$ cat config.mk
export PLATFORM = sky130hd
export DESIGN_NAME = digitizer_data_word_decoder
export DESIGN_NICKNAME = d
export VERILOG_FILES = /design/src/sv/ddwd_pkg.sv /design/src/sv/digitizer_data_word_decoder.sv /design/src/sv/ddwd_front.sv /design/src/sv/ddwd_fifo.sv /design/src/sv/ddwd_back.sv
export SDC_FILE = /design/constraint.sdc
export NUM_CORES = 1
export LEC_CHECK = 0
export BUFFER_PORTS_ARGS = -buffer_cell sky130_fd_sc_hd__buf_4
export CORE_UTILIZATION = 54
export CTS_CLUSTER_SIZE = 40
export DETAILED_ROUTE_END_ITERATION = 16
export GPL_ROUTABILITY_DRIVEN = 0
export PLACE_DENSITY_LB_ADDON = 0.3
export SLEW_MARGIN = 20
export SYNTH_ARGS = -nofsm -noshare
export SYNTH_HDL_FRONTEND = slang
export SYNTH_SLANG_ARGS = --single-unit
$ cat constraint.sdc
create_clock -name i_clk -period 4.1 [get_ports i_clk]
set_clock_uncertainty 0.2 [all_clocks]
set_input_delay 0.41 -clock i_clk [delete_from_list [all_inputs] [get_ports i_clk]]
set_output_delay 0.41 -clock i_clk [all_outputs]
set_load 0.02 [all_outputs]
$ cat src/sv/ddwd_pkg.sv
// ddwd_pkg: types, codes and helpers shared by the digitizer data word decoder.
// No dependencies.
`default_nettype none
package ddwd_pkg;

    localparam int WORD_W  = 32;
    localparam int VALUE_W = 19;
    localparam int CH_W    = 4;
    localparam int SLOT_W  = 5;
    localparam int CNT_W   = 12;
    localparam int TYPES_W = 5;

    // readout word types
    localparam logic [3:0] TYPE_BLOCK_HDR = 4'd0;
    localparam logic [3:0] TYPE_BLOCK_TRL = 4'd1;
    localparam logic [3:0] TYPE_WINDOW    = 4'd4;
    localparam logic [3:0] TYPE_PULSE_RAW = 4'd6;
    localparam logic [3:0] TYPE_INTEGRAL  = 4'd7;
    localparam logic [3:0] TYPE_TIME      = 4'd8;
    localparam logic [3:0] TYPE_PED_PEAK  = 4'd10;

    // record kinds
    localparam logic [2:0] KIND_NONE     = 3'd0;
    localparam logic [2:0] KIND_SAMPLE   = 3'd1;
    localparam logic [2:0] KIND_INTEGRAL = 3'd2;
    localparam logic [2:0] KIND_TIME     = 3'd3;
    localparam logic [2:0] KIND_PEDESTAL = 3'd4;
    localparam logic [2:0] KIND_PEAK     = 3'd5;

    // word status
    localparam logic [1:0] STAT_OK      = 2'd0;
    localparam logic [1:0] STAT_REJECT  = 2'd1;
    localparam logic [1:0] STAT_TRAILER = 2'd2;

    // types_seen bits
    localparam logic [TYPES_W-1:0] SEEN_WINDOW    = 5'h01;
    localparam logic [TYPES_W-1:0] SEEN_PULSE_RAW = 5'h02;
    localparam logic [TYPES_W-1:0] SEEN_INTEGRAL  = 5'h04;
    localparam logic [TYPES_W-1:0] SEEN_TIME      = 5'h08;
    localparam logic [TYPES_W-1:0] SEEN_PED_PEAK  = 5'h10;

    localparam logic [2:0] MODE_INVALID = 3'd0;
    localparam logic [2:0] MODE_1       = 3'd1;
    localparam logic [2:0] MODE_2       = 3'd2;
    localparam logic [2:0] MODE_3       = 3'd3;
    localparam logic [2:0] MODE_4       = 3'd4;
    localparam logic [2:0] MODE_7       = 3'd5;
    localparam logic [2:0] MODE_8       = 3'd6;

    typedef struct packed {
        logic [2:0]         kind;
        logic [VALUE_W-1:0] value;
        logic               inv;
        logic               ovf;
        logic [1:0]         pulse;
        logic [1:0]         quality;
    } t_rec;

    typedef struct packed {
        logic [CH_W-1:0] channel;
        t_rec            rec0;
        t_rec            rec1;
        logic            has_second;
        logic [1:0]      status;
        logic [2:0]      mode;
    } t_entry;

    typedef struct packed {
        t_rec            rec;
        logic [CH_W-1:0] channel;
        logic [1:0]      status;
        logic [2:0]      mode;
        logic            last;
    } t_result;

    typedef struct packed {
        logic full;
        logic empty;
    } t_q_status;

    function automatic logic [2:0] mode_of(input logic [TYPES_W-1:0] seen);
        logic [2:0] m;
        case (seen)
            SEEN_WINDOW:                                 m = MODE_1;
            SEEN_PULSE_RAW:                              m = MODE_2;
            SEEN_INTEGRAL | SEEN_TIME:                   m = MODE_3;
            SEEN_TIME | SEEN_PED_PEAK:                   m = MODE_4;
            SEEN_INTEGRAL | SEEN_TIME | SEEN_PED_PEAK:   m = MODE_7;
            SEEN_WINDOW | SEEN_TIME | SEEN_PED_PEAK:     m = MODE_8;
            default:                                     m = MODE_INVALID;
        endcase
        return m;
    endfunction

endpackage
`default_nettype wire

$ cat src/sv/digitizer_data_word_decoder.sv
// digitizer_data_word_decoder: top level, front decoder, entry queue, output stage.
// Depends on ddwd_pkg, ddwd_front, ddwd_fifo, ddwd_back.
//
// One readout word is accepted per cycle while the two-entry queue has room.
// Each word yields one or two record beats (only sample pairs and pedestal/peak
// words can yield two); the output register issues one beat per cycle while
// i_ready is high, and the queue absorbs the burst.
// The first beat of a word is registered in the queue and then in the output
// register; a stall can hold it in either. The slot register may be
// written at any time through i_cfg_we/i_cfg_wdata.
`default_nettype none
module digitizer_data_word_decoder #(
    parameter int CHANNELS = 16
) (
    input  wire logic                              i_clk,
    input  wire logic                              i_rst_n,
    input  wire logic                              i_cfg_we,
    input  wire logic [ddwd_pkg::SLOT_W-1:0]       i_cfg_wdata,
    input  wire logic                              i_valid,
    output logic                                   o_ready,
    input  wire logic [ddwd_pkg::WORD_W-1:0]       i_data_word,
    input  wire logic                              i_start_of_slot,
    output logic                                   o_valid,
    input  wire logic                              i_ready,
    output logic [2:0]                             o_record_kind,
    output logic [ddwd_pkg::CH_W-1:0]              o_channel,
    output logic [ddwd_pkg::VALUE_W-1:0]           o_value,
    output logic                                   o_sample_invalid,
    output logic                                   o_overflow_flag,
    output logic [1:0]                             o_pulse_number,
    output logic [1:0]                             o_quality,
    output logic [1:0]                             o_word_status,
    output logic [2:0]                             o_mode_code,
    output logic                                   o_last
);

    logic                push, pop;
    ddwd_pkg::t_entry    push_entry, head_entry;
    ddwd_pkg::t_q_status q_status;
    ddwd_pkg::t_result   res;

    ddwd_front #(.CHANNELS(CHANNELS)) u_front (
        .i_clk           (i_clk),
        .i_rst_n         (i_rst_n),
        .i_cfg_we        (i_cfg_we),
        .i_cfg_wdata     (i_cfg_wdata),
        .i_valid         (i_valid),
        .o_ready         (o_ready),
        .i_data_word     (i_data_word),
        .i_start_of_slot (i_start_of_slot),
        .i_q_status      (q_status),
        .o_push          (push),
        .o_entry         (push_entry)
    );

    ddwd_fifo #(.DEPTH(2)) u_fifo (
        .i_clk    (i_clk),
        .i_rst_n  (i_rst_n),
        .i_push   (push),
        .i_entry  (push_entry),
        .i_pop    (pop),
        .o_entry  (head_entry),
        .o_status (q_status)
    );

    ddwd_back u_back (
        .i_clk      (i_clk),
        .i_rst_n    (i_rst_n),
        .i_entry    (head_entry),
        .i_q_status (q_status),
        .o_pop      (pop),
        .o_valid    (o_valid),
        .i_ready    (i_ready),
        .o_result   (res)
    );

    assign o_record_kind    = res.rec.kind;
    assign o_channel        = res.channel;
    assign o_value          = res.rec.value;
    assign o_sample_invalid = res.rec.inv;
    assign o_overflow_flag  = res.rec.ovf;
    assign o_pulse_number   = res.rec.pulse;
    assign o_quality        = res.rec.quality;
    assign o_word_status    = res.status;
    assign o_mode_code      = res.mode;
    assign o_last           = res.last;

    // second record of a pair follows its first without a gap
    a_pair_back_to_back: assert property (@(posedge i_clk) disable iff (!i_rst_n)
        o_valid && i_ready && !o_last |=> o_valid && o_last)
        else $error("second record of a pair not issued");

    a_reject_no_record: assert property (@(posedge i_clk) disable iff (!i_rst_n)
        o_valid && o_word_status == ddwd_pkg::STAT_REJECT |->
        o_record_kind == ddwd_pkg::KIND_NONE)
        else $error("record issued for a rejected word");

    a_none_is_last: assert property (@(posedge i_clk) disable iff (!i_rst_n)
        o_valid && o_record_kind == ddwd_pkg::KIND_NONE |-> o_last)
        else $error("empty record not marked last");

    a_queue_pop_nonempty: assert property (@(posedge i_clk) disable iff (!i_rst_n)
        pop |-> !q_status.empty)
        else $error("queue popped while empty");

endmodule
`default_nettype wire

$ cat src/sv/ddwd_front.sv
// ddwd_front: accepts readout words, tracks type/slot/window state and builds
// one queue entry per word. Depends on ddwd_pkg.
`default_nettype none
module ddwd_front #(
    parameter int CHANNELS = 16
) (
    input  wire logic                              i_clk,
    input  wire logic                              i_rst_n,
    input  wire logic                              i_cfg_we,
    input  wire logic [ddwd_pkg::SLOT_W-1:0]       i_cfg_wdata,
    input  wire logic                              i_valid,
    output logic                                   o_ready,
    input  wire logic [ddwd_pkg::WORD_W-1:0]       i_data_word,
    input  wire logic                              i_start_of_slot,
    input  wire ddwd_pkg::t_q_status               i_q_status,
    output logic                                   o_push,
    output ddwd_pkg::t_entry                       o_entry
);

    localparam logic [ddwd_pkg::CH_W:0] CH_LIMIT = (ddwd_pkg::CH_W+1)'(CHANNELS);

    logic [ddwd_pkg::SLOT_W-1:0]  r_module_slot;
    logic [3:0]                   r_type,    n_type;
    logic                         r_match,   n_match;
    logic                         r_trailer, n_trailer;
    logic [ddwd_pkg::CH_W-1:0]    r_ch,      n_ch;
    logic [ddwd_pkg::CNT_W-1:0]   r_width,   n_width;
    logic [ddwd_pkg::CNT_W-1:0]   r_siw,     n_siw;
    logic [ddwd_pkg::TYPES_W-1:0] r_seen,    n_seen;
    logic [ddwd_pkg::SLOT_W-1:0]  r_hslot,   n_hslot;

    logic             hdr, inv1, inv2, drop, emit;
    logic [1:0]       status;
    logic [1:0]       rec_cnt;
    ddwd_pkg::t_rec   rec0, rec1;
    logic [ddwd_pkg::WORD_W-1:0] w;

    assign w       = i_data_word;
    assign hdr     = w[31];
    assign o_ready = !i_q_status.full;
    assign o_push  = i_valid && o_ready;

    always_comb begin
        n_type    = hdr ? w[30:27] : r_type;
        n_match   = i_start_of_slot ? 1'b0 : r_match;
        n_trailer = i_start_of_slot ? 1'b0 : r_trailer;
        n_siw     = i_start_of_slot ? '0 : r_siw;
        n_seen    = i_start_of_slot ? '0 : r_seen;
        n_ch      = r_ch;
        n_width   = r_width;
        n_hslot   = r_hslot;
        status    = ddwd_pkg::STAT_OK;
        rec_cnt   = 2'd0;
        rec0      = '0;
        rec1      = '0;
        inv1      = w[29];
        inv2      = w[13];
        drop      = 1'b0;
        if (!n_match && n_type != ddwd_pkg::TYPE_BLOCK_HDR) begin
            status = ddwd_pkg::STAT_REJECT;
        end else begin
            case (n_type)
                ddwd_pkg::TYPE_BLOCK_HDR: begin
                    if (hdr) begin
                        n_hslot = w[26:22];
                        n_match = (w[26:22] == r_module_slot);
                        if (w[26:22] != r_module_slot) status = ddwd_pkg::STAT_REJECT;
                    end
                end
                ddwd_pkg::TYPE_BLOCK_TRL: n_trailer = 1'b1;
                ddwd_pkg::TYPE_WINDOW, ddwd_pkg::TYPE_PULSE_RAW: begin
                    n_seen = n_seen | ((n_type == ddwd_pkg::TYPE_WINDOW) ?
                             ddwd_pkg::SEEN_WINDOW : ddwd_pkg::SEEN_PULSE_RAW);
                    if (hdr) begin
                        n_ch  = w[26:23];
                        n_siw = '0;
                        if (n_type == ddwd_pkg::TYPE_WINDOW) n_width = w[11:0];
                    end else begin
                        rec0.kind  = ddwd_pkg::KIND_SAMPLE;
                        rec0.value = inv1 ? '0 : ddwd_pkg::VALUE_W'(w[28:16]);
                        rec0.inv   = inv1;
                        rec0.ovf   = !inv1 && w[28];
                        rec1.kind  = ddwd_pkg::KIND_SAMPLE;
                        rec1.value = inv2 ? '0 : ddwd_pkg::VALUE_W'(w[12:0]);
                        rec1.inv   = inv2;
                        rec1.ovf   = !inv2 && w[12];
                        drop       = inv2 && ((n_siw + 12'd2) == r_width);
                        rec_cnt    = drop ? 2'd1 : 2'd2;
                        n_siw      = n_siw + (drop ? 12'd1 : 12'd2);
                    end
                end
                ddwd_pkg::TYPE_INTEGRAL: begin
                    n_seen        = n_seen | ddwd_pkg::SEEN_INTEGRAL;
                    n_ch          = w[26:23];
                    rec0.kind     = ddwd_pkg::KIND_INTEGRAL;
                    rec0.value    = w[18:0];
                    rec0.pulse    = w[22:21];
                    rec0.quality  = w[20:19];
                    rec_cnt       = 2'd1;
                end
                ddwd_pkg::TYPE_TIME: begin
                    n_seen        = n_seen | ddwd_pkg::SEEN_TIME;
                    n_ch          = w[26:23];
                    rec0.kind     = ddwd_pkg::KIND_TIME;
                    rec0.value    = ddwd_pkg::VALUE_W'(w[14:0]);
                    rec0.pulse    = w[22:21];
                    rec0.quality  = w[20:19];
                    rec_cnt       = 2'd1;
                end
                ddwd_pkg::TYPE_PED_PEAK: begin
                    n_seen        = n_seen | ddwd_pkg::SEEN_PED_PEAK;
                    n_ch          = w[26:23];
                    rec0.kind     = ddwd_pkg::KIND_PEDESTAL;
                    rec0.value    = ddwd_pkg::VALUE_W'(w[20:12]);
                    rec0.pulse    = w[22:21];
                    rec1.kind     = ddwd_pkg::KIND_PEAK;
                    rec1.value    = ddwd_pkg::VALUE_W'(w[11:0]);
                    rec1.pulse    = w[22:21];
                    rec_cnt       = 2'd2;
                end
                default: ;
            endcase
            if (status == ddwd_pkg::STAT_OK && n_trailer) status = ddwd_pkg::STAT_TRAILER;
        end
    end

    assign emit = (n_hslot == r_module_slot) && ({1'b0, n_ch} < CH_LIMIT)
                  && (rec_cnt != 2'd0);

    always_comb begin
        o_entry            = '0;
        o_entry.status     = status;
        o_entry.mode       = ddwd_pkg::mode_of(n_seen);
        if (emit) begin
            o_entry.channel    = n_ch;
            o_entry.rec0       = rec0;
            o_entry.rec1       = rec1;
            o_entry.has_second = (rec_cnt == 2'd2);
        end
    end

    always_ff @(posedge i_clk) begin
        if (!i_rst_n) begin
            r_module_slot <= '0;
            r_type        <= '0;
            r_match       <= 1'b0;
            r_trailer     <= 1'b0;
            r_ch          <= '0;
            r_width       <= '0;
            r_siw         <= '0;
            r_seen        <= '0;
            r_hslot       <= '0;
        end else begin
            if (i_cfg_we) r_module_slot <= i_cfg_wdata;
            if (o_push) begin
                r_type    <= n_type;
                r_match   <= n_match;
                r_trailer <= n_trailer;
                r_ch      <= n_ch;
                r_width   <= n_width;
                r_siw     <= n_siw;
                r_seen    <= n_seen;
                r_hslot   <= n_hslot;
            end
        end
    end

endmodule
`default_nettype wire

$ cat src/sv/ddwd_fifo.sv
// ddwd_fifo: short flip-flop queue of decoded entries between front and back.
// Depends on ddwd_pkg.
`default_nettype none
module ddwd_fifo #(
    parameter int DEPTH = 2
) (
    input  wire logic             i_clk,
    input  wire logic             i_rst_n,
    input  wire logic             i_push,
    input  wire ddwd_pkg::t_entry i_entry,
    input  wire logic             i_pop,
    output ddwd_pkg::t_entry      o_entry,
    output ddwd_pkg::t_q_status   o_status
);

    localparam int PW = (DEPTH > 1) ? $clog2(DEPTH) : 1;
    localparam int CW = $clog2(DEPTH + 1);
    localparam logic [PW-1:0] LAST_PTR = PW'(DEPTH - 1);
    localparam logic [CW-1:0] FULL_CNT = CW'(DEPTH);

    ddwd_pkg::t_entry r_mem [DEPTH];
    logic [PW-1:0]    r_wr, r_rd;
    logic [CW-1:0]    r_cnt;

    assign o_entry        = r_mem[r_rd];
    assign o_status.full  = (r_cnt == FULL_CNT);
    assign o_status.empty = (r_cnt == '0);

    always_ff @(posedge i_clk) begin
        if (!i_rst_n) begin
            r_wr  <= '0;
            r_rd  <= '0;
            r_cnt <= '0;
        end else begin
            if (i_push) r_wr <= (r_wr == LAST_PTR) ? '0 : r_wr + 1'b1;
            if (i_pop)  r_rd <= (r_rd == LAST_PTR) ? '0 : r_rd + 1'b1;
            if (i_push && !i_pop)      r_cnt <= r_cnt + 1'b1;
            else if (!i_push && i_pop) r_cnt <= r_cnt - 1'b1;
        end
    end

    always_ff @(posedge i_clk) begin
        if (i_push) r_mem[r_wr] <= i_entry;
    end

endmodule
`default_nettype wire

$ cat src/sv/ddwd_back.sv
// ddwd_back: drains queue entries and issues one record beat per cycle, when
// not stalled by i_ready, through an output register. Depends on ddwd_pkg.
`default_nettype none
module ddwd_back (
    input  wire logic                i_clk,
    input  wire logic                i_rst_n,
    input  wire ddwd_pkg::t_entry    i_entry,
    input  wire ddwd_pkg::t_q_status i_q_status,
    output logic                     o_pop,
    output logic                     o_valid,
    input  wire logic                i_ready,
    output ddwd_pkg::t_result        o_result
);

    logic              r_valid, r_pend;
    ddwd_pkg::t_entry  r_hold;
    ddwd_pkg::t_result r_res;
    logic              load;

    assign load     = !r_valid || i_ready;
    assign o_pop    = load && !r_pend && !i_q_status.empty;
    assign o_valid  = r_valid;
    assign o_result = r_res;

    always_ff @(posedge i_clk) begin
        if (!i_rst_n) begin
            r_valid <= 1'b0;
            r_pend  <= 1'b0;
        end else if (load) begin
            if (r_pend) begin
                r_valid <= 1'b1;
                r_pend  <= 1'b0;
            end else if (!i_q_status.empty) begin
                r_valid <= 1'b1;
                r_pend  <= i_entry.has_second;
            end else begin
                r_valid <= 1'b0;
            end
        end
    end

    // payload, no reset
    always_ff @(posedge i_clk) begin
        if (load) begin
            if (r_pend) begin
                r_res.rec     <= r_hold.rec1;
                r_res.channel <= r_hold.channel;
                r_res.status  <= r_hold.status;
                r_res.mode    <= r_hold.mode;
                r_res.last    <= 1'b1;
            end else if (!i_q_status.empty) begin
                r_hold        <= i_entry;
                r_res.rec     <= i_entry.rec0;
                r_res.channel <= i_entry.channel;
                r_res.status  <= i_entry.status;
                r_res.mode    <= i_entry.mode;
                r_res.last    <= !i_entry.has_second;
            end
        end
    end

endmodule
`default_nettype wire

Word level (Yosys, flattened, before mapping)
Memories as Yosys holds them, arrays and structs flattened. A register that Yosys moved wholly into a read port is not among the register bits.
Index checks and enable logic that the tools add are counted.
{"block": "word_totals", "mem_bits_rw": 132, "mem_count": 1, "rom_bits": 0, "latch_bits": 0, "output_inout_bits": 40, "regBits": 130, "input_bits": 43, "elab_cells": 160}
{"block": "classes", "n_eq_ne": 19, "addsub": 6, "mux": 63, "reduce_logical": 34, "bitwise": 4, "shifts": 0, "mul": 0, "n_div": 0, "order_cmp": 0}
{"name": "u_fifo.r_mem", "words": 2, "width": 66, "rd": 1, "rd_clocked_by_memory_dff": 1, "wr": 1, "line": "ddwd_fifo.sv:21", "rtl": "ddwd_pkg::t_entry r_mem [DEPTH];"}
{"operator": "$pmux 22 s4", "count": 1}
{"operator": "$mux 38", "count": 2}
{"operator": "$mux 61", "count": 1}
{"operator": "$mux 12", "count": 4}
{"operator": "$mux 22", "count": 2}
{"operator": "$pmux 22 s2", "count": 1}
{"operator": "$mux 2", "count": 17}
{"operator": "$mux 28", "count": 1}
{"operator": "$mux 13", "count": 2}
{"operator": "$mux 26", "count": 1}
{"operator": "$mux 5", "count": 5}
{"operator": "$pmux 5 s4", "count": 1}
{"operator": "$mux 1", "count": 19}
{"operator": "$pmux 3 s6", "count": 1}
{"operator": "$eq 5x5->1 const B", "count": 3}
{"operator": "$add 12x12->12", "count": 1}
{"operator": "$add 12x2->12 const B", "count": 1}
{"operator": "$eq 12x12->1", "count": 1}
{"operator": "$eq 4x3->1 const B", "count": 3}
{"operator": "$mux 4", "count": 3}
{"operator": "$logic_and 1x1->1", "count": 11}
{"operator": "$eq 5x5->1", "count": 2}
{"operator": "$logic_not 1->1", "count": 10}
{"operator": "$eq 4x4->1 const B", "count": 2}
{"operator": "other kinds (24)", "count": 31}

Longest topological paths before layout
{"block": "logic_depth", "depth_word": 11, "mapped_depth": 15}

Hierarchy
A second synthesis with hierarchy kept.
{"block": "unflattened", "hier_cells": 873, "area_unflattened_um2": 11930.2}
{"module": "ddwd_fifo", "area_each_um2": 4988.5, "instances": 1, "cells_per_inst": 227}
{"module": "ddwd_front", "area_each_um2": 3946.3, "instances": 1, "cells_per_inst": 516}
{"module": "ddwd_back", "area_each_um2": 2995.4, "instances": 1, "cells_per_inst": 130}

Worst setup path before layout
OpenSTA, ideal clock, no wires.
{"block": "synth_timing", "path_type": "flip-flop to flip-flop", "from": "register u_fifo.r_cnt[0]", "to": "memory u_fifo.r_mem[0][0] (netlist name) (enable)", "arrival_ns": 3.408, "setup_time_ns": 0.472, "required_ns": 3.428, "setup_slack_ns": 0.019, "path_stages_with_launch": 5, "path_buffers": 1, "path_cell_list": "dfxtp_1 -> nand2b_1 -> nand2_1 -> clkbuf_1 -> nor2_1"}
{"block": "synth_via", "elab_chain_len": 5}
{"element": "from (decl)", "line": "ddwd_fifo.sv:23", "rtl": "logic [CW-1:0] r_cnt;"}
{"element": "from (signal assigned)", "line": "ddwd_fifo.sv:37", "rtl": "if (i_push && !i_pop) r_cnt <= r_cnt + 1'b1;"}
{"element": "from (signal assigned)", "line": "ddwd_fifo.sv:38", "rtl": "else if (!i_push && i_pop) r_cnt <= r_cnt - 1'b1;"}
{"element": "$eq 2x2->1", "line": "ddwd_fifo.sv:26", "rtl": "assign o_status.full = (r_cnt == FULL_CNT);"}
{"element": "$logic_not 1->1", "line": "ddwd_front.sv:40", "rtl": "assign o_ready = !i_q_status.full;"}
{"element": "net o_ready", "line": "digitizer_data_word_decoder.sv:20", "rtl": "output logic o_ready,"}
{"element": "$logic_and 1x1->1", "line": "ddwd_front.sv:41", "rtl": "assign o_push = i_valid && o_ready;"}
{"element": "$mux 1", "line": "ddwd_fifo.sv:43", "rtl": "if (i_push) r_mem[r_wr] <= i_entry;"}
{"element": "$mux 1 (implied by the code)", "line": "ddwd_fifo.sv:43"}
{"element": "to (decl)", "line": "ddwd_fifo.sv:21"}
The timed path passes the listed nets, and every way through them passes these cells.

Worst setup path after layout
{"block": "layout_timing", "from": "register u_front.r_siw[5] (netlist name)", "to": "register u_front.r_siw[6] (netlist name)"}
{"block": "layout_via", "elab_chain_len": 9}
{"element": "from (decl)", "line": "ddwd_front.sv:28", "rtl": "logic [ddwd_pkg::CNT_W-1:0] r_siw, n_siw;"}
{"element": "from (signal assigned)", "line": "ddwd_front.sv:161", "rtl": "r_siw <= n_siw;"}
{"element": "$mux 12 *", "line": "ddwd_front.sv:47", "rtl": "n_siw = i_start_of_slot ? '0 : r_siw;"}
{"element": "$add 12x2->12", "line": "ddwd_front.sv:87", "rtl": "drop = inv2 && ((n_siw + 12'd2) == r_width);"}
{"element": "$eq 12x12->1", "line": "ddwd_front.sv:87"}
{"element": "$logic_and 1x1->1", "line": "ddwd_front.sv:87"}
{"element": "$mux 2", "line": "ddwd_front.sv:89", "rtl": "n_siw = n_siw + (drop ? 12'd1 : 12'd2);"}
{"element": "$add 12x12->12 *", "line": "ddwd_front.sv:89"}
{"element": "$mux 12 *", "line": "ddwd_front.sv:74", "rtl": "if (hdr) begin"}
{"element": "$mux 12 *", "line": "ddwd_front.sv:62", "rtl": "case (n_type)"}
{"element": "$mux 12 *", "line": "ddwd_front.sv:59", "rtl": "if (!n_match && n_type != ddwd_pkg::TYPE_BLOCK_HDR) begin"}
Mark *: on every way between the ends. The rest lies on a longest branch, timed or not.
A chain may end at the register's enable or synchronous reset.

==> load_flow_metrics.sql <==
INSERT INTO impl_metrics (metric_group, metric, value, unit) VALUES
('placed_design', 'place_worst_setup_slack', '0.291', 'ns'),
('flow_run', 'timing.max_cap.violations', '0', ''),
('logic_synthesis', 'synth_nets', '869', ''),
('pwr', 'leakage', '0.00433', 'µW'),
('global_route', 'antenna_found_initial', '0', ''),
('pwr', 'power_switching_share', '29.0', '%'),
('cts', 'cts_setup_buffers', '0', ''),
('logic_synthesis', 'synth_cell_types', '69', ''),
('worst_setup_path', 'cp_common_cell', 'sky130_fd_sc_hd__and3_1', ''),
('pwr', 'sequentialPowerShare', '45.9', '%'),
('pwr', 'p_sw', '2230', 'µW'),
('global_route', 'gr-usage-all-layers', '23.6', '%'),
('route', 'detailroute.via_count', '6918', ''),
('route', 'post_drt_via_cell_ratio', '5.91', ''),
('route', 'drt-total-wl', '22.9', 'mm'),
('cts', 'tritoncts', 'done', ''),
('worst_setup_path', 'end_kind', 'flop', ''),
('sta', 'finalCriticalPeriod', '3.76', 'ns'),
('cts', 'cts_inserted_buffers', '25', ''),
('floorplanning', 'row_count', '50', ''),
('logic_synthesis', 'netlist.area_leader.share', '52.2', '%'),
('worst_setup_path', 'worst_ep_arrival_time', '3.92', 'ns'),
('worst_setup_path', 'critical_path.max_stage_delay', '0.47', 'ns'),
('route', 'drc', '0', ''),
('worst_setup_path', 'worst-path-buf-inv', '2', ''),
('worst_setup_path', 'worstPathMaxFanout', '9', ''),
('placed_design', 'post-place-cells', '1107', ''),
('sta', 'report.final.hold_viol_count', '0', ''),
('route', 'firstDrtPassIters', '8', ''),
('logic_synthesis', 'most_used_standard_cell_by_instance_count_after_synthesis', 'sky130_fd_sc_hd__edfxtp_1', ''),
('logic_synthesis', 'synthesis.area_per_instance', '12.6', 'µm²'),
('floorplanning', 'die_area', '19700', 'µm²'),
('sta', 'fin_setup_tns', '0', 'ns'),
('logic_synthesis', 'synth_async_sr_flop_share', '0', '%'),
('sta', 'layout_worst_path_cycle_share', '91.6', '%'),
('sta', 'worst_slew_pin_slew', '0.998', 'ns'),
('run_status', 'status', 'finished, final reports clean', ''),
('worst_setup_path', 'critical_path.cell_chain', 'inv_1 > or3_1 > a21oi_1 > o2111ai_1 > a2111oi_1 > buf_4 > and3_1 > ha_1 > fa_1 > and3_1 > nand3_1 > a221oi_1 > o21ai_0 > a22oi_1 > nor2_1', ''),
('worst_setup_path', 'crit_family', 'compound AO/OA/AOI/OAI gates', ''),
('sta', 'clock.fmax', '266', 'MHz'),
('logic_synthesis', 'synth_flop_cell', 'sky130_fd_sc_hd__edfxtp_1', ''),
('logic_synthesis', 'post_synth_inst_count', '822', ''),
('sta', 'slew_headroom', '33.2', '%'),
('global_route', 'grt_remaining_overflow', '0', ''),
('pwr', 'power.combinational.fraction', '23.8', '%'),
('hold_path', 'whs_path_depth', '3', ''),
('floorplanning', 'chip_height', '140', 'µm'),
('cts', 'cts_sinks', '236', ''),
('global_route', 'grt_start_max_net_pins', '59', ''),
('worst_setup_path', 'reg2reg_setup_slack', '0.34', 'ns'),
('pwr', 'largest_vdd_supply_drop', '321', 'µV'),
('global_route', 'grt_first_pass_wirelength', '36.1', 'mm'),
('logic_synthesis', 'synthesis.yosys.warnings', '0', ''),
('final_layout', 'area_growth', '18.6', '%'),
('final_layout', 'finalNonFillerCells', '1171', ''),
('pwr', 'clock_power_share', '30.3', '%'),
('sta', 'layout_setup_ws', '0.344', 'ns'),
('worst_setup_path', 'cp-start-kind', 'flop', ''),
('final_layout', 'num_antenna_cells', '0', ''),
('cts', 'root_buffer', 'sky130_fd_sc_hd__clkbuf_16', ''),
('cts', 'total_number_of_h_tree_levels', '1', ''),
('floorplanning', 'coreArea', '18800', 'µm²'),
('hold_path', 'hold_path_class', 'primary input to flop', ''),
('logic_synthesis', 'ys_top_cells_by_area', 'sky130_fd_sc_hd__edfxtp_1 52%, sky130_fd_sc_hd__dfxtp_1 11%, sky130_fd_sc_hd__mux2i_1 6.4%, sky130_fd_sc_hd__mux2_2 4.1%, sky130_fd_sc_hd__nor2_1 3.5%', ''),
('global_route', 'grt_pass1_vias', '6763', ''),
('sta', 'grt_setup_unrepaired', 'no', ''),
('floorplanning', 'start_util', '55.2', '%'),
('cts', 'cts.reportedPaths.clkPinSlew', '0.07', 'ns'),
('logic_synthesis', 'synth_top_cell_by_area', 'sky130_fd_sc_hd__edfxtp_1', ''),
('sta', 'final.hold.worst_slack', '0.00430', 'ns'),
('logic_synthesis', 'post_synth_most_frequent_cells', '180 x sky130_fd_sc_hd__edfxtp_1, 97 x sky130_fd_sc_hd__nor2_1, 66 x sky130_fd_sc_hd__mux2i_1', '');
per-layer routing:
layer / global-route usage (%) / share of wire [%]
met5: 0 / 0
met2: 39.6 / 49
met1: 31.4 / 43
met3: 2.91 / 6.1
met4: 9.21 / 2.4
tightest hold or removal path: cells and delay by family:
| kind | cells | cell delay, ns |
|---|---|---|
| buf+inv | 1 | 0.13 |
| mux | 1 | 0.08 |
| simple gates | 1 | 0.07 |
sequential cells by signal, summed over array words and instances (netlist names), 2 cells and up, named ones only:
name / flops
u_front.r_type: 4
u_front.r_siw: 12
u_front.r_ch: 4
u_fifo.r_cnt: 2
u_back.r_hold: 28
u_front.r_module_slot: 5
u_back.o_result: 38
u_fifo.r_mem: 114
u_front.r_seen: 5
u_front.r_width: 12
u_front.r_hslot: 5
logic make-up (layout without fill, tap and decap cells):
kind of cell,count (synthesis),after routing,synth area share (%)
compound gates,129,129,8.65
xor+xnor,24,24,2.03
fa+ha+maj,4,4,0.556
buf+inv,59,174,2.27
flops,236,236,63.0
mux,104,104,10.5
simple gates,266,266,13.0
cells in the final DEF, fill, tap and decap left out, types with 10 or more instances in the layout:
master / instances
sky130_fd_sc_hd__nand2_1: 52
sky130_fd_sc_hd__edfxtp_1: 180
sky130_fd_sc_hd__a22oi_1: 10
sky130_fd_sc_hd__a21oi_1: 23
sky130_fd_sc_hd__nor2_1: 95
sky130_fd_sc_hd__mux2i_1: 66
sky130_fd_sc_hd__xnor2_1: 10
sky130_fd_sc_hd__mux2_2: 38
sky130_fd_sc_hd__and2_1: 20
sky130_fd_sc_hd__and3_1: 16
sky130_fd_sc_hd__xor2_1: 14
sky130_fd_sc_hd__nor2b_1: 13
sky130_fd_sc_hd__nand3_1: 13
sky130_fd_sc_hd__dlygate4sd3_1: 18
sky130_fd_sc_hd__dfxtp_1: 50
sky130_fd_sc_hd__o21ai_0: 41
sky130_fd_sc_hd__clkbuf_16: 27
sky130_fd_sc_hd__buf_4: 99
timing repair:
| action | 4_1_cts | 5_1_grt |
|---|---|---|
| gates resized for setup | 0 | 5 |
| hold buffers | 18 | 0 |
| endpoints found under the setup margin | 0 | 2 |
| endpoints found under the hold margin | 19 | 0 |
worst max-delay path by stage:
stage                           startpoint                 end  slack (ns)  cells after the start
final                     u_front.r_siw[5]    u_front.r_siw[6]        0.34                     15
after global routing      u_front.r_siw[1]    u_front.r_siw[8]        0.06                     15
after CTS                 u_front.r_siw[1]    u_front.r_siw[6]        0.30                     15
after detailed placement  u_front.r_siw[1]    u_front.r_siw[6]        0.29                     15
after global placement    u_front.r_siw[1]    u_front.r_siw[6]        0.36                     15
after floorplan            u_fifo.r_cnt[0]  u_fifo.r_mem[0][0]        0.02                      4
power groups by stage:
stage / Sequential (µW) / Clock [µW] / Combinational (µW)
floorplan: 3790 / 0 / 909
global placement: 3560 / 0 / 1810
CTS: 3540 / 2360 / 1850
global route: 3580 / 2450 / 1970
finish: 3530 / 2330 / 1830
detailed placement: 3580 / 0 / 1830
area by class of cell:
class                   instances  area, µm²
flip-flops and latches        236       6530
fillers                      1369       6480
multi-input cells             527       3620
repair buffers                117        923
clock buffers                  33        718
well taps                     234        293
clock inverters                13        153
inverters                      11       41.3
metrics by stage:
stage / total power, µW / instance area, µm² / utilization, %
floorplan: 4700 / 10400 / -
global placement: 5370 / 11200 / 59.8
detailed placement: 5410 / 11200 / 59.8
CTS: 7750 / 12300 / 65.4
global route: 8000 / 12300 / 65.5
finish: 7690 / 12300 / 65.5
Power figures use the tool's default switching activity.
